[src/wake_frame_receiver_defines.svh]
// Assertion macros for the deframer back end.
`ifndef WAKE_FRAME_RECEIVER_DEFINES_SVH
`define WAKE_FRAME_RECEIVER_DEFINES_SVH

// Check a property on every rising edge outside reset.
`define WFR_ASSERT(lbl, clk, rstn, prop, msg) \
    lbl: assert property (@(posedge clk) disable iff (!rstn) (prop)) else $error(msg);

// Check that an antecedent implies a consequent in the next cycle.
`define WFR_ASSERT_NEXT(lbl, clk, rstn, ante, cons, msg) \
    lbl: assert property (@(posedge clk) disable iff (!rstn) (ante) |=> (cons)) \
        else $error(msg);

`endif

[src/wfr_pkg.sv]
`default_nettype none

package wfr_pkg;

    localparam int CFG_INDEX_W         = 3;
    localparam int QUEUE_DEPTH_DEFAULT = 2;

    localparam logic [7:0] CRC_POLY            = 8'h31;
    localparam logic [7:0] FRAME_START_RESET   = 8'hC0;
    localparam logic [7:0] ESCAPE_RESET        = 8'hDB;
    localparam logic [7:0] ESC_START_RESET     = 8'hDC;
    localparam logic [7:0] ESC_ESCAPE_RESET    = 8'hDD;
    localparam logic [7:0] CRC_SEED_RESET      = 8'hFF;

    typedef enum logic [CFG_INDEX_W-1:0] {
        REG_FRAME_START = 3'd0,
        REG_ESCAPE      = 3'd1,
        REG_ESC_START   = 3'd2,
        REG_ESC_ESCAPE  = 3'd3,
        REG_CRC_SEED    = 3'd4
    } cfg_reg_t;

    typedef struct packed {
        logic [7:0] frame_start;
        logic [7:0] escape;
        logic [7:0] esc_start;
        logic [7:0] esc_escape;
        logic [7:0] crc_seed;
    } cfg_t;

    // Classified line events handed from the front to the back.
    typedef enum logic [1:0] {
        TOK_START  = 2'd0,
        TOK_BYTE   = 2'd1,
        TOK_BADESC = 2'd2
    } tok_kind_t;

    typedef struct packed {
        tok_kind_t  kind;
        logic [7:0] data;
    } tok_t;

    typedef enum logic [2:0] {
        KIND_ADDR   = 3'd0,
        KIND_CMD    = 3'd1,
        KIND_LEN    = 3'd2,
        KIND_DATA   = 3'd3,
        KIND_STATUS = 3'd4
    } byte_kind_t;

    typedef enum logic [1:0] {
        ST_GOOD    = 2'd0,
        ST_CRC_BAD = 2'd1,
        ST_ABORT   = 2'd2,
        ST_BAD_ESC = 2'd3
    } frame_status_t;

    typedef enum logic [2:0] {
        PH_HUNT = 3'd0,
        PH_ADDR = 3'd1,
        PH_CMD  = 3'd2,
        PH_LEN  = 3'd3,
        PH_DATA = 3'd4,
        PH_CRC  = 3'd5
    } phase_t;

    typedef struct packed {
        logic [7:0]    data;
        byte_kind_t    kind;
        frame_status_t status;
        logic          end_flag;
    } result_t;

    // One CRC-8 byte step, MSB first, no reflection.
    function automatic logic [7:0] crc8_step(input logic [7:0] crc, input logic [7:0] b);
        logic [7:0] v;
        v = crc ^ b;
        for (int i = 0; i < 8; i++) begin
            v = v[7] ? ({v[6:0], 1'b0} ^ CRC_POLY) : {v[6:0], 1'b0};
        end
        return v;
    endfunction

endpackage

`default_nettype wire

[src/wfr_front.sv]
`default_nettype none

module wfr_front (
    input  wire logic          clk,
    input  wire logic          rst_n,
    input  wire wfr_pkg::cfg_t cfg,
    input  wire logic          in_valid,
    output logic               in_ready,
    input  wire logic [7:0]    rx_byte,
    output logic               push_valid,
    input  wire logic          push_ready,
    output wfr_pkg::tok_t      push_data
);
    import wfr_pkg::*;

    logic pending_reg;
    logic pending_next;
    logic accept;
    logic keep;

    assign in_ready = push_ready;
    assign accept   = in_valid && push_ready;

    // Frame start wins, then a pending escape, then a fresh escape.
    always_comb
    begin
        keep           = 1'b1;
        pending_next   = pending_reg;
        push_data.kind = TOK_BYTE;
        push_data.data = rx_byte;
        if (rx_byte == cfg.frame_start)
        begin
            push_data.kind = TOK_START;
            pending_next   = 1'b0;
        end
        else if (pending_reg)
        begin
            pending_next = 1'b0;
            if (rx_byte == cfg.esc_start)
            begin
                push_data.data = cfg.frame_start;
            end
            else if (rx_byte == cfg.esc_escape)
            begin
                push_data.data = cfg.escape;
            end
            else
            begin
                push_data.kind = TOK_BADESC;
                push_data.data = 8'd0;
            end
        end
        else if (rx_byte == cfg.escape)
        begin
            // Drop the escape itself; the next byte completes the pair.
            keep         = 1'b0;
            pending_next = 1'b1;
        end
    end

    assign push_valid = in_valid && keep;

    always_ff @(posedge clk or negedge rst_n)
    begin
        if (!rst_n)
        begin
            pending_reg <= 1'b0;
        end
        else if (accept)
        begin
            pending_reg <= pending_next;
        end
    end

endmodule

`default_nettype wire

[src/wfr_queue.sv]
`default_nettype none

module wfr_queue #(
    parameter int DEPTH = wfr_pkg::QUEUE_DEPTH_DEFAULT
) (
    input  wire logic          clk,
    input  wire logic          rst_n,
    input  wire logic          push_valid,
    output logic               push_ready,
    input  wire wfr_pkg::tok_t push_data,
    output logic               pop_valid,
    input  wire logic          pop_ready,
    output wfr_pkg::tok_t      pop_data
);
    import wfr_pkg::*;

    localparam int PTR_W = $clog2(DEPTH);
    localparam int CNT_W = $clog2(DEPTH + 1);

    tok_t             slot_reg [DEPTH];
    logic [PTR_W-1:0] wr_ptr_reg;
    logic [PTR_W-1:0] rd_ptr_reg;
    logic [CNT_W-1:0] count_reg;
    logic             do_push;
    logic             do_pop;

    assign push_ready = (count_reg != CNT_W'(DEPTH));
    assign pop_valid  = (count_reg != '0);
    assign pop_data   = slot_reg[rd_ptr_reg];
    assign do_push    = push_valid && push_ready;
    assign do_pop     = pop_valid && pop_ready;

    always_ff @(posedge clk or negedge rst_n)
    begin
        if (!rst_n)
        begin
            wr_ptr_reg <= '0;
            rd_ptr_reg <= '0;
            count_reg  <= '0;
        end
        else
        begin
            if (do_push)
            begin
                wr_ptr_reg <= (wr_ptr_reg == PTR_W'(DEPTH - 1)) ? '0 : wr_ptr_reg + 1'b1;
            end
            if (do_pop)
            begin
                rd_ptr_reg <= (rd_ptr_reg == PTR_W'(DEPTH - 1)) ? '0 : rd_ptr_reg + 1'b1;
            end
            if (do_push && !do_pop)
            begin
                count_reg <= count_reg + 1'b1;
            end
            else if (do_pop && !do_push)
            begin
                count_reg <= count_reg - 1'b1;
            end
        end
    end

    always_ff @(posedge clk)
    begin
        if (do_push)
        begin
            slot_reg[wr_ptr_reg] <= push_data;
        end
    end

endmodule

`default_nettype wire

[src/wfr_back.sv]
`default_nettype none
`include "wake_frame_receiver_defines.svh"

module wfr_back (
    input  wire logic          clk,
    input  wire logic          rst_n,
    input  wire wfr_pkg::cfg_t cfg,
    input  wire logic          tok_valid,
    output logic               tok_ready,
    input  wire wfr_pkg::tok_t tok,
    output logic               res_valid,
    input  wire logic          res_ready,
    output wfr_pkg::result_t   res
);
    import wfr_pkg::*;

    phase_t     phase_reg;
    phase_t     phase_next;
    logic [8:0] seen_reg;
    logic [8:0] seen_next;
    logic [7:0] len_reg;
    logic [7:0] len_next;
    logic [7:0] crc_reg;
    logic [7:0] crc_next;
    logic       out_valid_reg;
    result_t    out_reg;
    result_t    res_next;
    logic       emit;
    logic       advance;
    logic [8:0] seen_inc;
    logic       data_done;

    assign tok_ready = !out_valid_reg || res_ready;
    assign advance   = tok_valid && tok_ready;
    assign seen_inc  = seen_reg + 9'd1;
    assign data_done = (seen_inc >= ({1'b0, len_reg} + 9'd4));

    // Next phase.
    always_comb
    begin
        phase_next = phase_reg;
        if (phase_reg == PH_HUNT)
        begin
            if (tok.kind == TOK_START)
            begin
                phase_next = PH_ADDR;
            end
        end
        else if (tok.kind != TOK_BYTE)
        begin
            phase_next = PH_HUNT;
        end
        else
        begin
            unique case (phase_reg)
                PH_ADDR: phase_next = PH_CMD;
                PH_CMD:  phase_next = PH_LEN;
                PH_LEN:  phase_next = (tok.data == 8'd0) ? PH_CRC : PH_DATA;
                PH_DATA: phase_next = data_done ? PH_CRC : PH_DATA;
                PH_CRC:  phase_next = PH_HUNT;
                default: phase_next = PH_HUNT;
            endcase
        end
    end

    // Result and frame counters.
    always_comb
    begin
        emit              = 1'b0;
        res_next.data     = tok.data;
        res_next.kind     = KIND_DATA;
        res_next.status   = ST_GOOD;
        res_next.end_flag = 1'b0;
        seen_next         = seen_reg;
        len_next          = len_reg;
        crc_next          = crc_reg;
        if (phase_reg == PH_HUNT)
        begin
            if (tok.kind == TOK_START)
            begin
                seen_next = 9'd1;
                len_next  = 8'd0;
                crc_next  = crc8_step(cfg.crc_seed, tok.data);
            end
        end
        else
        begin
            unique case (tok.kind)
                TOK_START, TOK_BADESC:
                begin
                    emit              = 1'b1;
                    res_next.data     = 8'd0;
                    res_next.kind     = KIND_STATUS;
                    res_next.status   = (tok.kind == TOK_START) ? ST_ABORT : ST_BAD_ESC;
                    res_next.end_flag = 1'b1;
                end
                TOK_BYTE:
                begin
                    emit = 1'b1;
                    if (phase_reg == PH_CRC)
                    begin
                        res_next.kind     = KIND_STATUS;
                        res_next.status   = (tok.data == crc_reg) ? ST_GOOD : ST_CRC_BAD;
                        res_next.end_flag = 1'b1;
                    end
                    else
                    begin
                        crc_next  = crc8_step(crc_reg, tok.data);
                        seen_next = seen_inc;
                        unique case (phase_reg)
                            PH_ADDR: res_next.kind = KIND_ADDR;
                            PH_CMD:  res_next.kind = KIND_CMD;
                            PH_LEN:
                            begin
                                res_next.kind = KIND_LEN;
                                len_next      = tok.data;
                            end
                            default: res_next.kind = KIND_DATA;
                        endcase
                    end
                end
                default: emit = 1'b0;
            endcase
            if (res_next.end_flag)
            begin
                seen_next = 9'd0;
                len_next  = 8'd0;
                crc_next  = cfg.crc_seed;
            end
        end
    end

    always_ff @(posedge clk or negedge rst_n)
    begin
        if (!rst_n)
        begin
            phase_reg     <= PH_HUNT;
            seen_reg      <= 9'd0;
            len_reg       <= 8'd0;
            crc_reg       <= CRC_SEED_RESET;
            out_valid_reg <= 1'b0;
        end
        else
        begin
            if (advance)
            begin
                phase_reg <= phase_next;
                seen_reg  <= seen_next;
                len_reg   <= len_next;
                crc_reg   <= crc_next;
            end
            if (advance && emit)
            begin
                out_valid_reg <= 1'b1;
            end
            else if (res_ready)
            begin
                out_valid_reg <= 1'b0;
            end
        end
    end

    always_ff @(posedge clk)
    begin
        if (advance && emit)
        begin
            out_reg <= res_next;
        end
    end

    assign res_valid = out_valid_reg;
    assign res       = out_reg;

    `WFR_ASSERT(a_hunt_silent, clk, rst_n, !(advance && (phase_reg == PH_HUNT) && emit),
        "result emitted while hunting")
    `WFR_ASSERT(a_end_is_status, clk, rst_n,
        !out_valid_reg || (out_reg.end_flag == (out_reg.kind == KIND_STATUS)),
        "frame end flag disagrees with status kind")
    `WFR_ASSERT_NEXT(a_close_hunts, clk, rst_n, advance && emit && res_next.end_flag,
        (phase_reg == PH_HUNT) && (seen_reg == 9'd0), "frame close did not return to hunt")

endmodule

`default_nettype wire

[src/wake_frame_receiver.sv]
// Channel  | Direction | Handshake            | Payload
// ---------+-----------+----------------------+---------------------------------------
// input    | in        | in_valid / in_ready  | rx_byte
// output   | out       | out_valid / out_ready| out_byte, byte_kind, frame_status,
//          |           |                      | frame_end
// config   | in        | cfg_write            | cfg_index, cfg_data
//
// Sustained rate is one request per cycle unless the output stalls; the front classifies
// a request into the queue, then the back takes one CRC step into the output register.
// Reset is asynchronous and active low; it loads the code registers with their defaults
// and leaves the block hunting, with no clearing pass. A stalled output holds the back,
// the queue absorbs up to QUEUE_DEPTH requests, then in_ready drops.
`default_nettype none

module wake_frame_receiver #(
    parameter int QUEUE_DEPTH = wfr_pkg::QUEUE_DEPTH_DEFAULT
) (
    input  wire logic                            clk,
    input  wire logic                            rst_n,
    input  wire logic                            cfg_write,
    input  wire logic [wfr_pkg::CFG_INDEX_W-1:0] cfg_index,
    input  wire logic [7:0]                      cfg_data,
    input  wire logic                            in_valid,
    output logic                                 in_ready,
    input  wire logic [7:0]                      rx_byte,
    output logic                                 out_valid,
    input  wire logic                            out_ready,
    output logic [7:0]                           out_byte,
    output logic [2:0]                           byte_kind,
    output logic [1:0]                           frame_status,
    output logic                                 frame_end
);
    import wfr_pkg::*;

    cfg_t    cfg_reg;
    logic    q_push_valid;
    logic    q_push_ready;
    tok_t    q_push_data;
    logic    q_pop_valid;
    logic    q_pop_ready;
    tok_t    q_pop_data;
    result_t res;

    // Code registers; the user must write them only while the block is idle, which the
    // block does not enforce, and unknown indexes are dropped.
    always_ff @(posedge clk or negedge rst_n)
    begin
        if (!rst_n)
        begin
            cfg_reg.frame_start <= FRAME_START_RESET;
            cfg_reg.escape      <= ESCAPE_RESET;
            cfg_reg.esc_start   <= ESC_START_RESET;
            cfg_reg.esc_escape  <= ESC_ESCAPE_RESET;
            cfg_reg.crc_seed    <= CRC_SEED_RESET;
        end
        else if (cfg_write)
        begin
            unique case (cfg_index)
                REG_FRAME_START: cfg_reg.frame_start <= cfg_data;
                REG_ESCAPE:      cfg_reg.escape      <= cfg_data;
                REG_ESC_START:   cfg_reg.esc_start   <= cfg_data;
                REG_ESC_ESCAPE:  cfg_reg.esc_escape  <= cfg_data;
                REG_CRC_SEED:    cfg_reg.crc_seed    <= cfg_data;
                default:         cfg_reg             <= cfg_reg;
            endcase
        end
    end

    // Front: detect frame start, undo escape stuffing, drop escape bytes.
    wfr_front u_front (
        .clk        (clk),
        .rst_n      (rst_n),
        .cfg        (cfg_reg),
        .in_valid   (in_valid),
        .in_ready   (in_ready),
        .rx_byte    (rx_byte),
        .push_valid (q_push_valid),
        .push_ready (q_push_ready),
        .push_data  (q_push_data)
    );

    // Queue between classification and framing, so each side stalls on its own.
    wfr_queue #(
        .DEPTH (QUEUE_DEPTH)
    ) u_queue (
        .clk        (clk),
        .rst_n      (rst_n),
        .push_valid (q_push_valid),
        .push_ready (q_push_ready),
        .push_data  (q_push_data),
        .pop_valid  (q_pop_valid),
        .pop_ready  (q_pop_ready),
        .pop_data   (q_pop_data)
    );

    // Back: frame phases, length tracking, CRC check and the output register.
    wfr_back u_back (
        .clk       (clk),
        .rst_n     (rst_n),
        .cfg       (cfg_reg),
        .tok_valid (q_pop_valid),
        .tok_ready (q_pop_ready),
        .tok       (q_pop_data),
        .res_valid (out_valid),
        .res_ready (out_ready),
        .res       (res)
    );

    assign out_byte     = res.data;
    assign byte_kind    = res.kind;
    assign frame_status = res.status;
    assign frame_end    = res.end_flag;

endmodule

`default_nettype wire
[config.mk]
export PLATFORM = sky130hd
export DESIGN_NAME = wake_frame_receiver
export DESIGN_NICKNAME = d
export VERILOG_FILES = /design/src/wfr_pkg.sv /design/src/wfr_front.sv /design/src/wfr_queue.sv /design/src/wfr_back.sv /design/src/wake_frame_receiver.sv
export VERILOG_INCLUDE_DIRS = /design/src /design/src/src
export SDC_FILE = /design/constraint.sdc
export NUM_CORES = 1
export LEC_CHECK = 0
export BUFFER_PORTS_ARGS = -buffer_cell sky130_fd_sc_hd__buf_2
export CORE_MARGIN = 3
export CORE_UTILIZATION = 49
export CTS_CLUSTER_SIZE = 40
export DETAILED_ROUTE_END_ITERATION = 7
export GPL_TIMING_DRIVEN = 0
export PLACE_DENSITY = 0.64
export SLEW_MARGIN = 20
export SYNTH_ARGS = -nofsm -noshare
export SYNTH_HDL_FRONTEND = slang
export SYNTH_SLANG_ARGS = --single-unit
[constraint.sdc]
create_clock -name clk -period 4.85 [get_ports clk]
set_input_delay 0.2425 -clock clk [delete_from_list [all_inputs] [get_ports clk]]
set_output_delay 0.2425 -clock clk [all_outputs]
set_load 0.02 [all_outputs]
==> impl_metrics.tcl <==
set metrics [dict create \
    status "completed" \
    syn_area_per_cell_um2 11.1 \
    areaGrowthSynthToFinish_pct 11.7 \
    synthFlopType "dfrtp_1" \
    grt_use_total 0.206 \
    setup_viol 0 \
    synth_edf_count 33 \
    numPortBuffers 30 \
    htree_levels 3 \
    max_freq_ghz 0.370 \
    p_comb_frac 0.490 \
    ctsHoldBuffers 1 \
    fin_nets 608 \
    p_switching_mw 1.68 \
    postCtsResizedCells 0 \
    drt-total-wl_mm 12.7 \
    synth-seq-cells 107 \
    power_density_nw_per_um2 645 \
    grt_max_degree 47 \
    worst_pin_slew_ns 0.852 \
    crit_required_ns 4.83 \
    numCtsBuffers 9 \
    rsz0062_at_grt "no" \
    crit_chain "xor2_1 > nor4_1 > nand2_1 > nand4_1 > nor2b_1 > nor2b_1" \
    async_flop_share 0.692 \
    critPathMaxFanout 10 \
    largest_reg_flops 40 \
    clk_latency_ns 0.35 \
    r2r_start "cfg_reg[39]" \
    gp_congestion 0.833 \
    synth_top_area_share 0.169 \
    antenna_found_initial 0 \
    path_common_cell "nor2b_1" \
    initial_core_util 0.508 \
    crit_slowest_cell "nor2b_1" \
    fin_crit_sh 0.558 \
    skew_ns 0.00562 \
    synth_warnings 0 \
    cts_buffer_depth 2 \
    syn_area_um2 5880 \
    min_to "u_back.res_valid" \
    power.internal_mw 2.56 \
    cp.arrival_ns 2.69 \
    grt_pass1_wl_mm 21.2 \
    grt_pass1_vias 4145 \
    io_pins 40 \
    relSlewSlack 0.431 \
    drt_iter0_drc 230 \
    netlist_instances 528 \
    numClockSinks 107 \
    synth_top_cell_by_area "edfxtp_1" \
    synth.distinct_cells 54 \
    vias 4076 \
    vias_per_cell 5.66 \
    fin_setup_tns_ns 0 \
    diodes 0 \
    die_h_um 116 \
    fillers 996 \
    ir_drop_uv 281 \
    hold_path_depth 3 \
    p_sw_frac 0.396 \
    cellLeakagePower_nw 2.57 \
    r2r_end "u_queue.slot_reg[0][1]" \
    place_area_um2 6250 \
    hold_path_startpoint "out_ready" \
    coreArea_um2 11600 \
    crit_path_start_kind "flop" \
    period_minus_slack_ns 2.70 \
    drive_above_1_share 0.251 \
    ant_nets 0 \
    r2r_slack_ns 2.15 \
    max_cap_violations 0 \
    min_path_type "input pin to flop" \
    syn-num-nets 564 \
    critPathMaxStageDelay_ns 0.73 \
    worstRegToRegCells 6 \
    yosysSeqAreaShare 0.491 \
    post-cts-setup-buffers 0 \
    crit_type "flop to flop" \
    hold_viol 0 \
    crit_path_end_kind "flop" \
    drc 0 \
    firstDrtPassIters 5 \
    synthTopCellsByCount "nand2_1, xor2_1, mux2_2, xnor2_1, o21ai_0" \
    maxSlewViolCount 0 \
    cts-root-buf "clkbuf_16" \
    clk_pin_slew_worst_paths_ns 0.07 \
    yosysMostFrequentCell "nand2_1" \
    rows 39 \
    cts_tree "built" \
    dp_hpwl_mm 9.40 \
    grt_overflow 0 \
    pwr-share-clk 0.174 \
    die_area_um2 13300 \
    synth_area_leaders "edfxtp_1, dfrtp_1, dfstp_2" \
    seq_power_share 0.336 \
    die_width_um 116 \
    wl_per_cell_um 17.6 \
    final_area_um2 6560 \
]
-- per-layer routing --
metal  share of wire  vias to the layer above  track usage
met5               0                        -            0
met4           0.018                        0       0.0649
met3           0.056                       22       0.0533
met2            0.50                      107        0.355
met1            0.42                     1999        0.255
li1                -                     1948            -
-- power groups by stage --
stage	registers (mW)	logic, mW	clock network (mW)
2_1_floorplan	1.44	1.61	0
3_3_place_gp	1.43	2.03	0
3_5_place_dp	1.44	2.07	0
4_1_cts	1.42	2.08	0.764
5_1_grt	1.45	2.28	0.796
6_report	1.42	2.07	0.738
-- cell type report --
| cell class | instances | area, um^2 | area share |
|---|---|---|---|
| clock buffers | 9 | 225 | 0.0343 |
| clock inverters | 7 | 73.8 | 0.0112 |
| inverters | 4 | 15.0 | 0.00229 |
| repair buffers | 33 | 198 | 0.0301 |
| plain buffers | 27 | 120 | 0.0183 |
| multi-input cells | 390 | 2870 | 0.437 |
| well taps | 143 | 179 | 0.0273 |
| flip-flops and latches | 107 | 2890 | 0.440 |
-- worst max-delay path, delay by kind of cell (launching register included) --
family | cells | cell delay [ns]
XOR/XNOR | 1 | 0.07
AND/OR/NAND/NOR | 5 | 1.71
flip-flops | 1 | 0.55
-- cells by family after synthesis --
logic type / count (synthesis) / share of synthesized area
buffers and inverters: 31 / 0.0230
XOR/XNOR: 91 / 0.145
AO/OA/AOI/OAI: 96 / 0.0998
multiplexers: 50 / 0.102
AND/OR/NAND/NOR: 141 / 0.114
adder cells (fa/ha/maj): 12 / 0.0255
flip-flops: 107 / 0.491
-- layout by cell type (no fill, tap or decap), types with 4 or more instances in the layout --
cell type / count
ha_1: 12
nor2_1: 30
nor2b_1: 4
dfstp_2: 35
o21ai_1: 4
nand3_1: 10
o22ai_1: 5
a21oi_1: 13
dfrtp_1: 39
a21o_1: 4
edfxtp_1: 33
o21ai_0: 40
buf_2: 29
mux2_2: 41
inv_1: 4
nor4_1: 8
xnor2_1: 41
xnor2_2: 6
a22oi_1: 11
nor3_1: 7
nand2_1: 55
xor2_1: 43
clkbuf_16: 9
clkbuf_1: 24
nand2b_1: 4
-- worst max path at each step --
stage	cells after the start	to	from
6_report	6	u_queue.slot_reg[0][1]	cfg_reg[39]
3_5_place_dp	7	u_queue.slot_reg[0][2]	rx_byte[7]
3_3_place_gp	6	u_back.res[5]	u_queue.rd_ptr_reg
5_1_grt	6	u_queue.slot_reg[0][1]	cfg_reg[39]
2_1_floorplan	6	u_back.res[10]	u_queue.rd_ptr_reg
4_1_cts	6	u_queue.slot_reg[0][4]	cfg_reg[39]
-- per-stage QoR --
step            util  instances  total power [mW]  setup WS (ns)  hold slack, ns
2_1_floorplan      -        528              3.04           2.43         -0.0531
3_3_place_gp   0.537        701              3.46           1.97           0.464
3_5_place_dp   0.540        703              3.51           2.03           0.199
4_1_cts        0.567        720              4.27           2.04           0.171
5_1_grt        0.568        720              4.53           1.93           0.181
6_report       0.568        720              4.24           2.15           0.176
(Power assumes the default switching activity.)
